File: config.mk
export PLATFORM = sky130hd
export DESIGN_NAME = adler32_checksum_top
export DESIGN_NICKNAME = d
export VERILOG_FILES = /design/src/rtl/adl32_pkg.sv /design/src/rtl/adler32_checksum_top.sv /design/src/rtl/adl32_lane.sv /design/src/rtl/adl32_merge.sv /design/src/rtl/adl32_accum.sv
export VERILOG_INCLUDE_DIRS = /design/src /design/src/rtl
export SDC_FILE = /design/constraint.sdc
export NUM_CORES = 1
export LEC_CHECK = 0
export BUFFER_PORTS_ARGS = -buffer_cell sky130_fd_sc_hd__buf_4
export CORE_MARGIN = 2
export CORE_UTILIZATION = 49
export DETAILED_ROUTE_END_ITERATION = 8
export PLACE_DENSITY = 0.67
export SLEW_MARGIN = 20
export SYNTH_ARGS = -nofsm -noshare
export SYNTH_HDL_FRONTEND = slang
export SYNTH_HIERARCHICAL = 1
export SYNTH_SLANG_ARGS = --single-unit
File: constraint.sdc
create_clock -name clk -period 27.7 [get_ports clk]
set_input_delay 2.77 -clock clk [delete_from_list [all_inputs] [get_ports clk]]
set_output_delay 2.77 -clock clk [all_outputs]
set_load 0.1 [all_outputs]
File: src/rtl/adler32_checksum_top_assert.svh
// ---------------------------------------------------------------------------
// Adler-32 assertion macros
// Shared concurrent assertion wrappers, clocked on clk, reset by rst_n.
// ---------------------------------------------------------------------------
`ifndef ADLER32_CHECKSUM_TOP_ASSERT_SVH
`define ADLER32_CHECKSUM_TOP_ASSERT_SVH

// plain property, disabled in reset
`define ADL32_ASSERT(label, prop, msg) \
  label: assert property (@(posedge clk) disable iff (!rst_n) prop) \
    else $error(msg);

// next-cycle implication, disabled in reset
`define ADL32_ASSERT_NEXT(label, ante, cons, msg) \
  label: assert property (@(posedge clk) disable iff (!rst_n) (ante) |=> (cons)) \
    else $error(msg);

`endif

File: src/rtl/adl32_pkg.sv
// ---------------------------------------------------------------------------
// Adler-32 package
// Shared constants and stage transfer types.
// ---------------------------------------------------------------------------
package adl32_pkg;

  localparam logic [15:0] ADLER_MOD  = 16'd65521;
  // 2^16 mod 65521
  localparam logic [3:0]  ADLER_FOLD = 4'd15;

  localparam int BYTE_W = 8;
  localparam int CNT_W  = 3;   // byte count field, at most 7 bytes counted
  localparam int PROD_W = 11;  // weight (<= 7) times byte
  localparam int S_W    = 11;  // plain byte sum, <= 7*255
  localparam int W_W    = 13;  // weighted byte sum, <= 28*255

  // register index decode (paddr[2])
  localparam logic REG_SEED_LOW  = 1'b0;
  localparam logic REG_SEED_HIGH = 1'b1;

  typedef struct packed {
    logic [CNT_W-1:0] nbytes;
    logic             restart;
    logic             last;
  } adl32_ctl_t;

  typedef struct packed {
    adl32_ctl_t     ctl;
    logic [S_W-1:0] sum_bytes;
    logic [W_W-1:0] sum_wtd;
  } adl32_item_t;

endpackage

File: src/rtl/adler32_checksum_top.sv
// ---------------------------------------------------------------------------
// Adler-32 checksum top level
// Running Adler-32 over a byte stream, up to LANES bytes per transfer.
// ---------------------------------------------------------------------------
//
//  channel | ports                                   | handshake
//  --------+-----------------------------------------+------------------------
//  input   | in_data_word, in_byte_count, in_restart,| in_valid / in_ready
//          | in_last                                 |
//  result  | out_checksum, out_final_res             | out_valid / out_ready
//  config  | psel penable pwrite paddr pwdata prdata | APB, pready tied high
//
//  Sustained rate is one transfer per cycle while out_ready holds high; the
//  path runs through the lane register, merge register and result register.
//  The sums update in the accumulate stage: n*A plus a 16-bit fold and one
//  compare-subtract close the loop.
//  Reset clears the seeds, both sums and all stage valids; no clearing pass.
//  Each stage advances when the stage after it is empty or drains, so the
//  block keeps taking transfers while a result waits, until the pipe fills.
//
// ---------------------------------------------------------------------------
module adler32_checksum_top #(
  parameter int LANES = 4
) (
  input  logic        clk,
  input  logic        rst_n,
  // input channel
  input  logic        in_valid,
  output logic        in_ready,
  input  logic [31:0] in_data_word,
  input  logic [2:0]  in_byte_count,
  input  logic        in_restart,
  input  logic        in_last,
  // result channel
  output logic        out_valid,
  input  logic        out_ready,
  output logic [31:0] out_checksum,
  output logic        out_final_res,
  // configuration
  input  logic        psel,
  input  logic        penable,
  input  logic        pwrite,
  input  logic [2:0]  paddr,
  input  logic [31:0] pwdata,
  output logic [31:0] prdata,
  output logic        pready
);

  localparam int DATA_BYTES = 4;

  // seed registers, kept raw and reduced on the way to the accumulator
  logic [15:0] seed_lo_r, seed_lo_nxt;
  logic [15:0] seed_hi_r, seed_hi_nxt;
  logic [15:0] seed_lo_red, seed_hi_red;
  logic        cfg_wr;

  // stage 1: lane registers plus control
  logic                    s1_valid_r, s1_valid_nxt;
  adl32_pkg::adl32_ctl_t   s1_ctl_r, s1_ctl_nxt;
  logic                    s1_load;
  logic [adl32_pkg::CNT_W-1:0] n_sat;
  logic [LANES-1:0][adl32_pkg::BYTE_W-1:0] lane_in;
  logic [LANES-1:0][adl32_pkg::BYTE_W-1:0] lane_byte;
  logic [LANES-1:0][adl32_pkg::PROD_W-1:0] lane_wtd;

  // stage 2: merged item
  logic                    s2_ready;
  logic                    s2_valid;
  adl32_pkg::adl32_item_t  s2_item;
  logic                    acc_ready;

  // ---------------- configuration ----------------
  assign pready = 1'b1;
  assign cfg_wr = psel && penable && pwrite && pready;

  always_comb begin
    seed_lo_nxt = seed_lo_r;
    seed_hi_nxt = seed_hi_r;
    if (cfg_wr) begin
      unique case (paddr[2])
        adl32_pkg::REG_SEED_LOW:  seed_lo_nxt = pwdata[15:0];
        adl32_pkg::REG_SEED_HIGH: seed_hi_nxt = pwdata[15:0];
        default: ;
      endcase
    end
  end

  always_comb begin
    unique case (paddr[2])
      adl32_pkg::REG_SEED_LOW:  prdata = 32'(seed_lo_r);
      adl32_pkg::REG_SEED_HIGH: prdata = 32'(seed_hi_r);
      default:                  prdata = '0;
    endcase
  end

  always_ff @(posedge clk) begin
    if (!rst_n) begin
      seed_lo_r <= '0;
      seed_hi_r <= '0;
    end else begin
      seed_lo_r <= seed_lo_nxt;
      seed_hi_r <= seed_hi_nxt;
    end
  end

  // a raw seed is below 2*65521, so one subtract reduces it
  assign seed_lo_red = (seed_lo_r >= adl32_pkg::ADLER_MOD) ?
                       seed_lo_r - adl32_pkg::ADLER_MOD : seed_lo_r;
  assign seed_hi_red = (seed_hi_r >= adl32_pkg::ADLER_MOD) ?
                       seed_hi_r - adl32_pkg::ADLER_MOD : seed_hi_r;

  // ---------------- stage 1: lanes ----------------
  assign in_ready = !s1_valid_r || s2_ready;
  assign s1_load  = in_ready && in_valid;

  always_comb begin
    // count saturates at the lane count
    n_sat = (32'(in_byte_count) > LANES) ? adl32_pkg::CNT_W'(LANES) : in_byte_count;
    s1_ctl_nxt.nbytes  = n_sat;
    s1_ctl_nxt.restart = in_restart;
    s1_ctl_nxt.last    = in_last;
    s1_valid_nxt       = in_ready ? in_valid : s1_valid_r;
  end

  always_ff @(posedge clk) begin
    if (!rst_n) begin
      s1_valid_r <= 1'b0;
    end else begin
      s1_valid_r <= s1_valid_nxt;
    end
  end

  always_ff @(posedge clk) begin
    if (s1_load) begin
      s1_ctl_r <= s1_ctl_nxt;
    end
  end

  for (genvar i = 0; i < LANES; i++) begin : g_lane
    // lanes past the data word see zero but still count
    if (i < DATA_BYTES) begin : g_data
      assign lane_in[i] = in_data_word[i*adl32_pkg::BYTE_W +: adl32_pkg::BYTE_W];
    end else begin : g_zero
      assign lane_in[i] = '0;
    end

    adl32_lane #(
      .LANE_IDX (i)
    ) u_lane (
      .clk     (clk),
      .load    (s1_load),
      .byte_in (lane_in[i]),
      .nbytes  (n_sat),
      .byte_r  (lane_byte[i]),
      .wtd_r   (lane_wtd[i])
    );
  end

  // ---------------- stage 2: merge ----------------
  adl32_merge #(
    .LANES (LANES)
  ) u_merge (
    .clk       (clk),
    .rst_n     (rst_n),
    .in_vld    (s1_valid_r),
    .in_rdy    (s2_ready),
    .in_ctl    (s1_ctl_r),
    .lane_byte (lane_byte),
    .lane_wtd  (lane_wtd),
    .out_vld_r (s2_valid),
    .out_rdy   (acc_ready),
    .item_r    (s2_item)
  );

  // ---------------- stage 3: accumulate and result ----------------
  adl32_accum u_accum (
    .clk        (clk),
    .rst_n      (rst_n),
    .in_vld     (s2_valid),
    .in_rdy     (acc_ready),
    .item       (s2_item),
    .seed_a     (seed_lo_red),
    .seed_b     (seed_hi_red),
    .out_vld_r  (out_valid),
    .out_rdy    (out_ready),
    .checksum_r (out_checksum),
    .final_r    (out_final_res)
  );

endmodule

File: src/rtl/adl32_lane.sv
// ---------------------------------------------------------------------------
// Adler-32 byte lane
// Masks one byte by the valid count and forms its weighted contribution.
// ---------------------------------------------------------------------------
module adl32_lane #(
  parameter int LANE_IDX = 0
) (
  input  logic                              clk,
  input  logic                              load,
  input  logic [adl32_pkg::BYTE_W-1:0]      byte_in,
  input  logic [adl32_pkg::CNT_W-1:0]       nbytes,
  output logic [adl32_pkg::BYTE_W-1:0]      byte_r,
  output logic [adl32_pkg::PROD_W-1:0]      wtd_r
);

  logic                               lane_en;
  logic [adl32_pkg::CNT_W-1:0]        weight;
  logic [adl32_pkg::BYTE_W-1:0]       byte_nxt;
  logic [adl32_pkg::PROD_W-1:0]       wtd_nxt;

  // byte i is added n-i times into sum B
  always_comb begin
    lane_en  = (32'(nbytes) > LANE_IDX);
    weight   = nbytes - adl32_pkg::CNT_W'(LANE_IDX);
    byte_nxt = lane_en ? byte_in : '0;
    wtd_nxt  = lane_en ? adl32_pkg::PROD_W'(weight) * adl32_pkg::PROD_W'(byte_in) : '0;
  end

  always_ff @(posedge clk) begin
    if (load) begin
      byte_r <= byte_nxt;
      wtd_r  <= wtd_nxt;
    end
  end

endmodule

File: src/rtl/adl32_merge.sv
// ---------------------------------------------------------------------------
// Adler-32 lane merge
// Adds the lane contributions into the plain and weighted byte sums.
// ---------------------------------------------------------------------------
module adl32_merge #(
  parameter int LANES = 4
) (
  input  logic                                         clk,
  input  logic                                         rst_n,
  input  logic                                         in_vld,
  output logic                                         in_rdy,
  input  adl32_pkg::adl32_ctl_t                        in_ctl,
  input  logic [LANES-1:0][adl32_pkg::BYTE_W-1:0]      lane_byte,
  input  logic [LANES-1:0][adl32_pkg::PROD_W-1:0]      lane_wtd,
  output logic                                         out_vld_r,
  input  logic                                         out_rdy,
  output adl32_pkg::adl32_item_t                       item_r
);

  logic                          out_vld_nxt;
  adl32_pkg::adl32_item_t        item_nxt;
  logic [adl32_pkg::S_W-1:0]     s_acc;
  logic [adl32_pkg::W_W-1:0]     w_acc;

  assign in_rdy = !out_vld_r || out_rdy;

  always_comb begin
    s_acc = '0;
    w_acc = '0;
    for (int i = 0; i < LANES; i++) begin
      s_acc = s_acc + adl32_pkg::S_W'(lane_byte[i]);
      w_acc = w_acc + adl32_pkg::W_W'(lane_wtd[i]);
    end
    item_nxt.ctl       = in_ctl;
    item_nxt.sum_bytes = s_acc;
    item_nxt.sum_wtd   = w_acc;
    out_vld_nxt        = in_rdy ? in_vld : out_vld_r;
  end

  always_ff @(posedge clk) begin
    if (!rst_n) begin
      out_vld_r <= 1'b0;
    end else begin
      out_vld_r <= out_vld_nxt;
    end
  end

  always_ff @(posedge clk) begin
    if (in_rdy && in_vld) begin
      item_r <= item_nxt;
    end
  end

endmodule

File: src/rtl/adl32_accum.sv
// ---------------------------------------------------------------------------
// Adler-32 accumulator
// Folds one merged item into sums A and B and holds the result register.
// ---------------------------------------------------------------------------
module adl32_accum (
  input  logic                     clk,
  input  logic                     rst_n,
  input  logic                     in_vld,
  output logic                     in_rdy,
  input  adl32_pkg::adl32_item_t   item,
  input  logic [15:0]              seed_a,
  input  logic [15:0]              seed_b,
  output logic                     out_vld_r,
  input  logic                     out_rdy,
  output logic [31:0]              checksum_r,
  output logic                     final_r
);

  logic        load;
  logic [15:0] sum_a_r, sum_a_nxt;
  logic [15:0] sum_b_r, sum_b_nxt;
  logic        out_vld_nxt;
  logic [15:0] a0, b0;
  logic [16:0] a_sum;
  logic [19:0] b_sum;
  logic [16:0] b_fold;

  assign in_rdy = !out_vld_r || out_rdy;
  assign load   = in_rdy && in_vld;

  // A' = A + S, B' = B + n*A + W, both mod 65521
  always_comb begin
    a0     = item.ctl.restart ? seed_a : sum_a_r;
    b0     = item.ctl.restart ? seed_b : sum_b_r;
    a_sum  = 17'(a0) + 17'(item.sum_bytes);
    b_sum  = 20'(b0) + 20'(a0) * 20'(item.ctl.nbytes) + 20'(item.sum_wtd);
    b_fold = 17'(b_sum[15:0]) + 17'(b_sum[19:16]) * 17'(adl32_pkg::ADLER_FOLD);
    sum_a_nxt = (a_sum >= 17'(adl32_pkg::ADLER_MOD)) ?
                16'(a_sum - 17'(adl32_pkg::ADLER_MOD)) : a_sum[15:0];
    sum_b_nxt = (b_fold >= 17'(adl32_pkg::ADLER_MOD)) ?
                16'(b_fold - 17'(adl32_pkg::ADLER_MOD)) : b_fold[15:0];
    out_vld_nxt = in_rdy ? in_vld : out_vld_r;
  end

  always_ff @(posedge clk) begin
    if (!rst_n) begin
      out_vld_r <= 1'b0;
      sum_a_r   <= '0;
      sum_b_r   <= '0;
    end else begin
      out_vld_r <= out_vld_nxt;
      if (load) begin
        sum_a_r <= sum_a_nxt;
        sum_b_r <= sum_b_nxt;
      end
    end
  end

  always_ff @(posedge clk) begin
    if (load) begin
      checksum_r <= {sum_b_nxt, sum_a_nxt};
      final_r    <= item.ctl.last;
    end
  end

`include "adler32_checksum_top_assert.svh"

`ADL32_ASSERT(a_sum_in_range, (sum_a_r < adl32_pkg::ADLER_MOD), "sum A out of range")
`ADL32_ASSERT(b_sum_in_range, (sum_b_r < adl32_pkg::ADLER_MOD), "sum B out of range")
`ADL32_ASSERT(result_tracks_sums, (!out_vld_r || (checksum_r == {sum_b_r, sum_a_r})), "result differs from sums")
`ADL32_ASSERT_NEXT(empty_item_keeps_sums, (load && (item.ctl.nbytes == '0) && !item.ctl.restart), ($stable(sum_a_r) && $stable(sum_b_r)), "empty item changed sums")

endmodule
# ---- After elaboration in Yosys (flattened, before gate mapping)
# Index checks and enable logic that the tools add are counted.
dict set report op_classes {
  add_sub_neg 17
  multipliers 6
  n_lt_le_gt_ge 9
  mux 8
  n_bitwise 1
  n_reduce_logical 13
}
# operator n
set ops {}
lappend ops {{$mux 16} 6}
lappend ops {{$pmux 32 s2} 1}
lappend ops {{$sub 16x16->16 const B} 4}
lappend ops {{$mul 3x8->11} 4}
lappend ops {{$ge 17x16->1 const B} 2}
lappend ops {{$ge 16x16->1 const B} 2}
lappend ops {{$add 13x11->13} 2}
lappend ops {{$add 11x8->11} 2}
lappend ops {{$add 16x19->20} 1}
lappend ops {{$add 20x13->20} 1}
lappend ops {{$mul 16x3->19} 1}
lappend ops {{$add 16x11->17} 1}
lappend ops {{$add 16x8->17} 1}
lappend ops {{$add 11x11->12} 1}
lappend ops {{$add 8x8->9} 1}
lappend ops {{$mul 4x4->8 const B} 1}
lappend ops {{$gt 3x1->1 const B} 2}
lappend ops {{$gt 3x2->1 const B} 2}
lappend ops {{$sub 3x2->3 const B} 2}
lappend ops {{$logic_and 1x1->1} 5}
lappend ops {{$reduce_and 2->1} 2}
lappend ops {{$gt 3x3->1 const B} 1}
lappend ops {{$logic_not 1->1} 3}
lappend ops {{$logic_or 1x1->1} 3}
lappend ops {{3 further kinds} 3}
dict set report totals {
  regBits 210
  out_inout_bits 68
  wordCells 79
}

# ---- Longest topological paths before layout
dict set report logic_depth {
  word_depth 10
  mapped_depth 44
  ltp_nobuf 42
}

# ---- Cells and area by module
# The synthesis kept the hierarchy.
# module n_inst cells_each area_per_inst_um2 seq_area_each_um2
set by_module_without_submodules {}
lappend by_module_without_submodules {adl32_accum 1 811 7327.0 1651.6}
lappend by_module_without_submodules {adl32_merge 1 262 2745.1 860.8}
lappend by_module_without_submodules {adler32_checksum_top 1 264 2202.1 810.8}
lappend by_module_without_submodules {{adl32_lane (g_lane[2].u_lane)} 1 130 1366.3 570.5}
lappend by_module_without_submodules {{adl32_lane (g_lane[3].u_lane)} 1 126 1351.3 570.5}
lappend by_module_without_submodules {{adl32_lane (g_lane[1].u_lane)} 1 125 1343.8 570.5}
lappend by_module_without_submodules {{adl32_lane (g_lane[0].u_lane)} 1 124 1331.3 570.5}

# ---- Least setup slack after synthesis
# Ideal clock, no wire load.
dict set report synth_path {
  path_type {register to register}
  start {register u_merge/item_r[25] (netlist bit)}
  end {register u_accum.sum_b_r[1]}
  setup_time_ps 115
  arrival_time_ps 9414
  path_slack_ps 18171
  stages_incl_launch_ff 39
  path_cell_list {edfxtp_1 buf_2 buf_1 clkbuf_1 mux2i_1 nor2b_1 fa_1 fa_1 inv_1 fa_1 inv_1 ha_1 clkbuf_1 o2111a_1 o31ai_1 a31oi_1 o21ai_0 nand2b_1 [3 not listed] xor2_1 ha_1 fa_1 inv_1 fa_1 inv_1 ha_1 and3_1 a221oi_1 xor2_1 nor3_1 nand4_1 nor4_1 a21boi_2 a41o_1 buf_6 mux2_4 o21ba_1}
}
dict set report synth_via {
  elab_chain_len 8
}
# item line
set synth_rtl {}
lappend synth_rtl {{start, declared} adl32_merge.sv:17} ;# output adl32_pkg::adl32_item_t item_r
lappend synth_rtl {{start signal, assigned} adl32_merge.sv:50} ;# item_r <= item_nxt;
lappend synth_rtl {{$mux 16} adl32_accum.sv:33} ;# a0 = item.ctl.restart ? seed_a : sum_a_r;
lappend synth_rtl {{$mul 16x3->19} adl32_accum.sv:36} ;# b_sum = 20'(b0) + 20'(a0) * 20'(item.ctl.nbytes) + 20'(item.sum_wtd);
lappend synth_rtl {{$add 16x19->20 *} adl32_accum.sv:36}
lappend synth_rtl {{$add 20x13->20 *} adl32_accum.sv:36}
lappend synth_rtl {{$mul 4x4->8} adl32_accum.sv:37} ;# b_fold = 17'(b_sum[15:0]) + 17'(b_sum[19:16]) * 17'(adl32_pkg::ADLER_FOLD);
lappend synth_rtl {{$add 16x8->17 *} adl32_accum.sv:37}
lappend synth_rtl {{$sub 16x16->16 or $ge 17x16->1 (tied branches)} {adl32_accum.sv:41, adl32_accum.sv:40}}
lappend synth_rtl {{$mux 16 *} adl32_accum.sv:40} ;# sum_b_nxt = (b_fold >= 17'(adl32_pkg::ADLER_MOD)) ?
lappend synth_rtl {{via u_accum.sum_b_nxt[1]} adl32_accum.sv:21} ;# logic [15:0] sum_b_r, sum_b_nxt;
lappend synth_rtl {{end signal, assigned} adl32_accum.sv:54} ;# sum_b_r <= sum_b_nxt;
lappend synth_rtl {{end, declared} adl32_accum.sv:21}
# The timed path passes the listed nets; every way through them passes the cells marked *.
# A chain may end at the register's enable or synchronous reset.

# ---- Final worst setup path
dict set report layout_path {
  start {register seed_lo_r[15]}
  end {register u_accum.sum_b_r[1]}
}
dict set report layout_via {
  elab_chain_len 10
}
# item line
set layout_rtl {}
lappend layout_rtl {{start, declared} adler32_checksum_top.sv:52} ;# logic [15:0] seed_lo_r, seed_lo_nxt;
lappend layout_rtl {{start signal, assigned} adler32_checksum_top.sv:101} ;# seed_lo_r <= seed_lo_nxt;
lappend layout_rtl {{$ge 16x16->1 *} adler32_checksum_top.sv:107} ;# assign seed_lo_red = (seed_lo_r >= adl32_pkg::ADLER_MOD) ?
lappend layout_rtl {{$mux 16 *} adler32_checksum_top.sv:107}
lappend layout_rtl {{via seed_lo_red[8]} adler32_checksum_top.sv:54} ;# logic [15:0] seed_lo_red, seed_hi_red;
lappend layout_rtl {{$mux 16 *} adl32_accum.sv:33}
lappend layout_rtl {{$mul 16x3->19 *} adl32_accum.sv:36}
lappend layout_rtl {{$add 16x19->20 *} adl32_accum.sv:36}
lappend layout_rtl {{$add 20x13->20 *} adl32_accum.sv:36}
lappend layout_rtl {{$mul 4x4->8} adl32_accum.sv:37}
lappend layout_rtl {{$add 16x8->17 *} adl32_accum.sv:37}
lappend layout_rtl {{$sub 16x16->16 or $ge 17x16->1 (tied branches)} {adl32_accum.sv:41, adl32_accum.sv:40}}
lappend layout_rtl {{$mux 16 *} adl32_accum.sv:40}
lappend layout_rtl {{via u_accum.sum_b_nxt[1]} adl32_accum.sv:21}
# Marked as above.

==> results.cfg <==
[route]
drc = 0
dr.pass1.iters = 5
vias = 12994
antenna_left = 0
drt_iter0_drc = 730
drt-total-wl_um = 41500
wl_per_cell_um = 17.1
routed_via_density = 5.37

[floorplanning]
core-area_mm2 = 0.0356
num_io_pins = 147
start_util_pct = 49.7
fp-row-count = 69
die_x_um = 194
die-area_mm2 = 0.0376
die_height_um = 194

[critical_path]
critPathKind = flop to flop
cp-start-kind = flop
path_max_fanout = 10
critPathSlowestCell = fa_1
crit_top_cell = fa_1
worstPathArrival_ns = 11.31
critPathTopFamily = adder cells
crit_path_end_kind = flop
slowest_delay_ns = 0.64
worst-path-buf-inv = 2
crit_required_ns = 28.14

[grt]
grt_max_degree = 78
grt_pass1_vias = 12928
groute.usage.overall_pct = 22.1
grt_pass1_wl_um = 66600
antenna_found_initial = 0
grt_overflow = 0

[layout]
final_cell_mix = inv_1 (272), nand2_1 (176), edfxtp_1 (142)
area_growth_pct = 11.4
final_common_cell = inv_1
drive_gt1_share_pct = 11.9
final_nets = 2265
antenna_cells = 0

[hold_path]
hold_class = flop to flop

[place]
place_congestion = 0.889
dpl.hpwl_um = 32600
port_buffers = 111

[synthesis]
syn_area_per_cell_um2 = 9.59
synth_edf_count = 142
synth_cells = 1842
synth-xor-area-share_pct = 3.02
synth_top_family_by_area = adder cells
synth_compound_area_share_pct = 13.0
yosys_register_bits = 209
yosysSeqAreaShare_pct = 31.7
synth_area_mm2 = 0.0177
muxShareOfSynthArea_pct = 3.33
synth_simple_gate_area_share_pct = 18.7
async_flop_share_pct = 0
yosys_warnings = 6
yosysUniqueCellTypes = 97
synth_fa_ha_area_share_pct = 22.4
synth-main-ff-cell = edfxtp_1

[timing]
max-slew-margin-rel_pct = 29.3
final_hold_viol_count = 0
setup_viol = 0
whs_ns = 0.419
worstMarginPinSlew_ns = 1.06
drv_slew = 0
timing.final.crit_period_ns = 10.86
rsz0062_at_grt = false
tns_ns = 0
fin_crit_sh_pct = 39.2
final.setup_skew_ns = 0.0110
fmax_mhz = 92.1

[clock_network]
htreeDepth = 1
cts_tree = yes
cts-buffers-inserted = 24
cts_setup_buffers = 0
insertion_delay_ns = 0.55
cts.reportedPaths.clkPinSlew_ns = 0.06
cts-root-buf = clkbuf_16
clk_path_buf_depth = 3
clock-sinks = 209
hold_buffers = 0
cts_resized = 0

[power]
irDropWorstVdd_mv = 0.0696
p_per_area_mw_per_mm2 = 66.8
p_leak_nw = 9.04

[flow_run]
max_cap_violations = 0

[status]
status = finished clean
flip-flops by register name (all words and copies together), names as in the netlist:
name / cells
u_accum/checksum_r: 32
u_accum/sum_a_r: 16
u_accum/out_vld_r: 1
s1_ctl_r: 5
seed_lo_r: 16
g_lane.u_lane/wtd_r: 44
u_accum/final_r: 1
g_lane.u_lane/byte_r: 32
u_merge/out_vld_r: 1
u_merge/item_r: 28
u_accum/sum_b_r: 16
s1_valid_r: 1
seed_hi_r: 16
kinds of logic after synthesis:
kind of cell,count (synthesis)
fa+ha+maj,247
flops,209
mux,55
other cells,3
simple gates,610
xor+xnor,61
buf+inv,336
compound gates,321
cells in the mapped netlist, types with 39 or more instances:
cell type | instances | area, µm²
o21ai_0 | 41 | 205
xnor2_1 | 40 | 350
nor2b_1 | 68 | 425
and2_1 | 85 | 532
nand2_1 | 176 | 661
fa_1 | 116 | 2320
nor3_1 | 53 | 265
dfxtp_1 | 67 | 1340
inv_1 | 273 | 1020
edfxtp_1 | 142 | 4260
ha_1 | 131 | 1640
a21oi_1 | 50 | 250
nand3_1 | 39 | 195
nor2_1 | 63 | 236
routing by layer:
layer  wire length, µm  share of wire [%]  vias up  track usage [%]
li1                  -                  -     6430                -
met5                 0                  0        -                0
met2             20600                 50      242             39.2
met3              1340                3.2       83             2.54
met4              1810                4.4        0             9.26
met1             17700                 43     6239             27.2
metrics by stage:
step | total power [mW] | utilization [%] | setup WS, ns | cells | cell area, µm²
floorplan | 0.863 | - | 18.17 | 1857 | 17700
global placement | 0.976 | 53.0 | 17.13 | 2374 | 18900
detailed placement | 0.990 | 53.0 | 16.92 | 2374 | 18900
CTS | 1.32 | 55.3 | 16.88 | 2418 | 19700
global route | 1.41 | 55.3 | 16.07 | 2418 | 19700
finish | 1.31 | 55.3 | 16.84 | 2418 | 19700
cell type report:
| class | count | area, µm² |
|---|---|---|
| clock inverter | 13 | 159 |
| tap | 461 | 577 |
| clock buffer | 31 | 657 |
| fill | 3268 | 15900 |
| timing repair buffer | 119 | 893 |
| inverter | 273 | 1020 |
| sequential | 209 | 5610 |
| multi-input combinational | 1312 | 10800 |
final timing paths:
check / from / to / slack (ns) / depth (start not counted)
setup / recovery: seed_lo_r[15]$_SDFFE_PN0P_ / u_accum/sum_b_r[1]$_SDFFE_PN0P_ / 16.84 / 36
hold / removal: u_merge/item_r[24]$_DFFE_PP_ / u_accum/final_r$_DFFE_PP_ / 0.42 / 0
setup reg to reg: seed_lo_r[15]$_SDFFE_PN0P_ / u_accum/sum_b_r[1]$_SDFFE_PN0P_ / 16.84 / 36
hold reg to reg: u_merge/item_r[24]$_DFFE_PP_ / u_accum/final_r$_DFFE_PP_ / 0.42 / 0
where the power goes:
part	leakage [nW]	internal, mW	switching (mW)	total (mW)
Clock	0.399	0.196	0.132	0.328
Sequential	1.94	0.388	0.0178	0.405
Combinational	6.70	0.225	0.356	0.581
No activity file was read; power rests on OpenSTA's default activity.
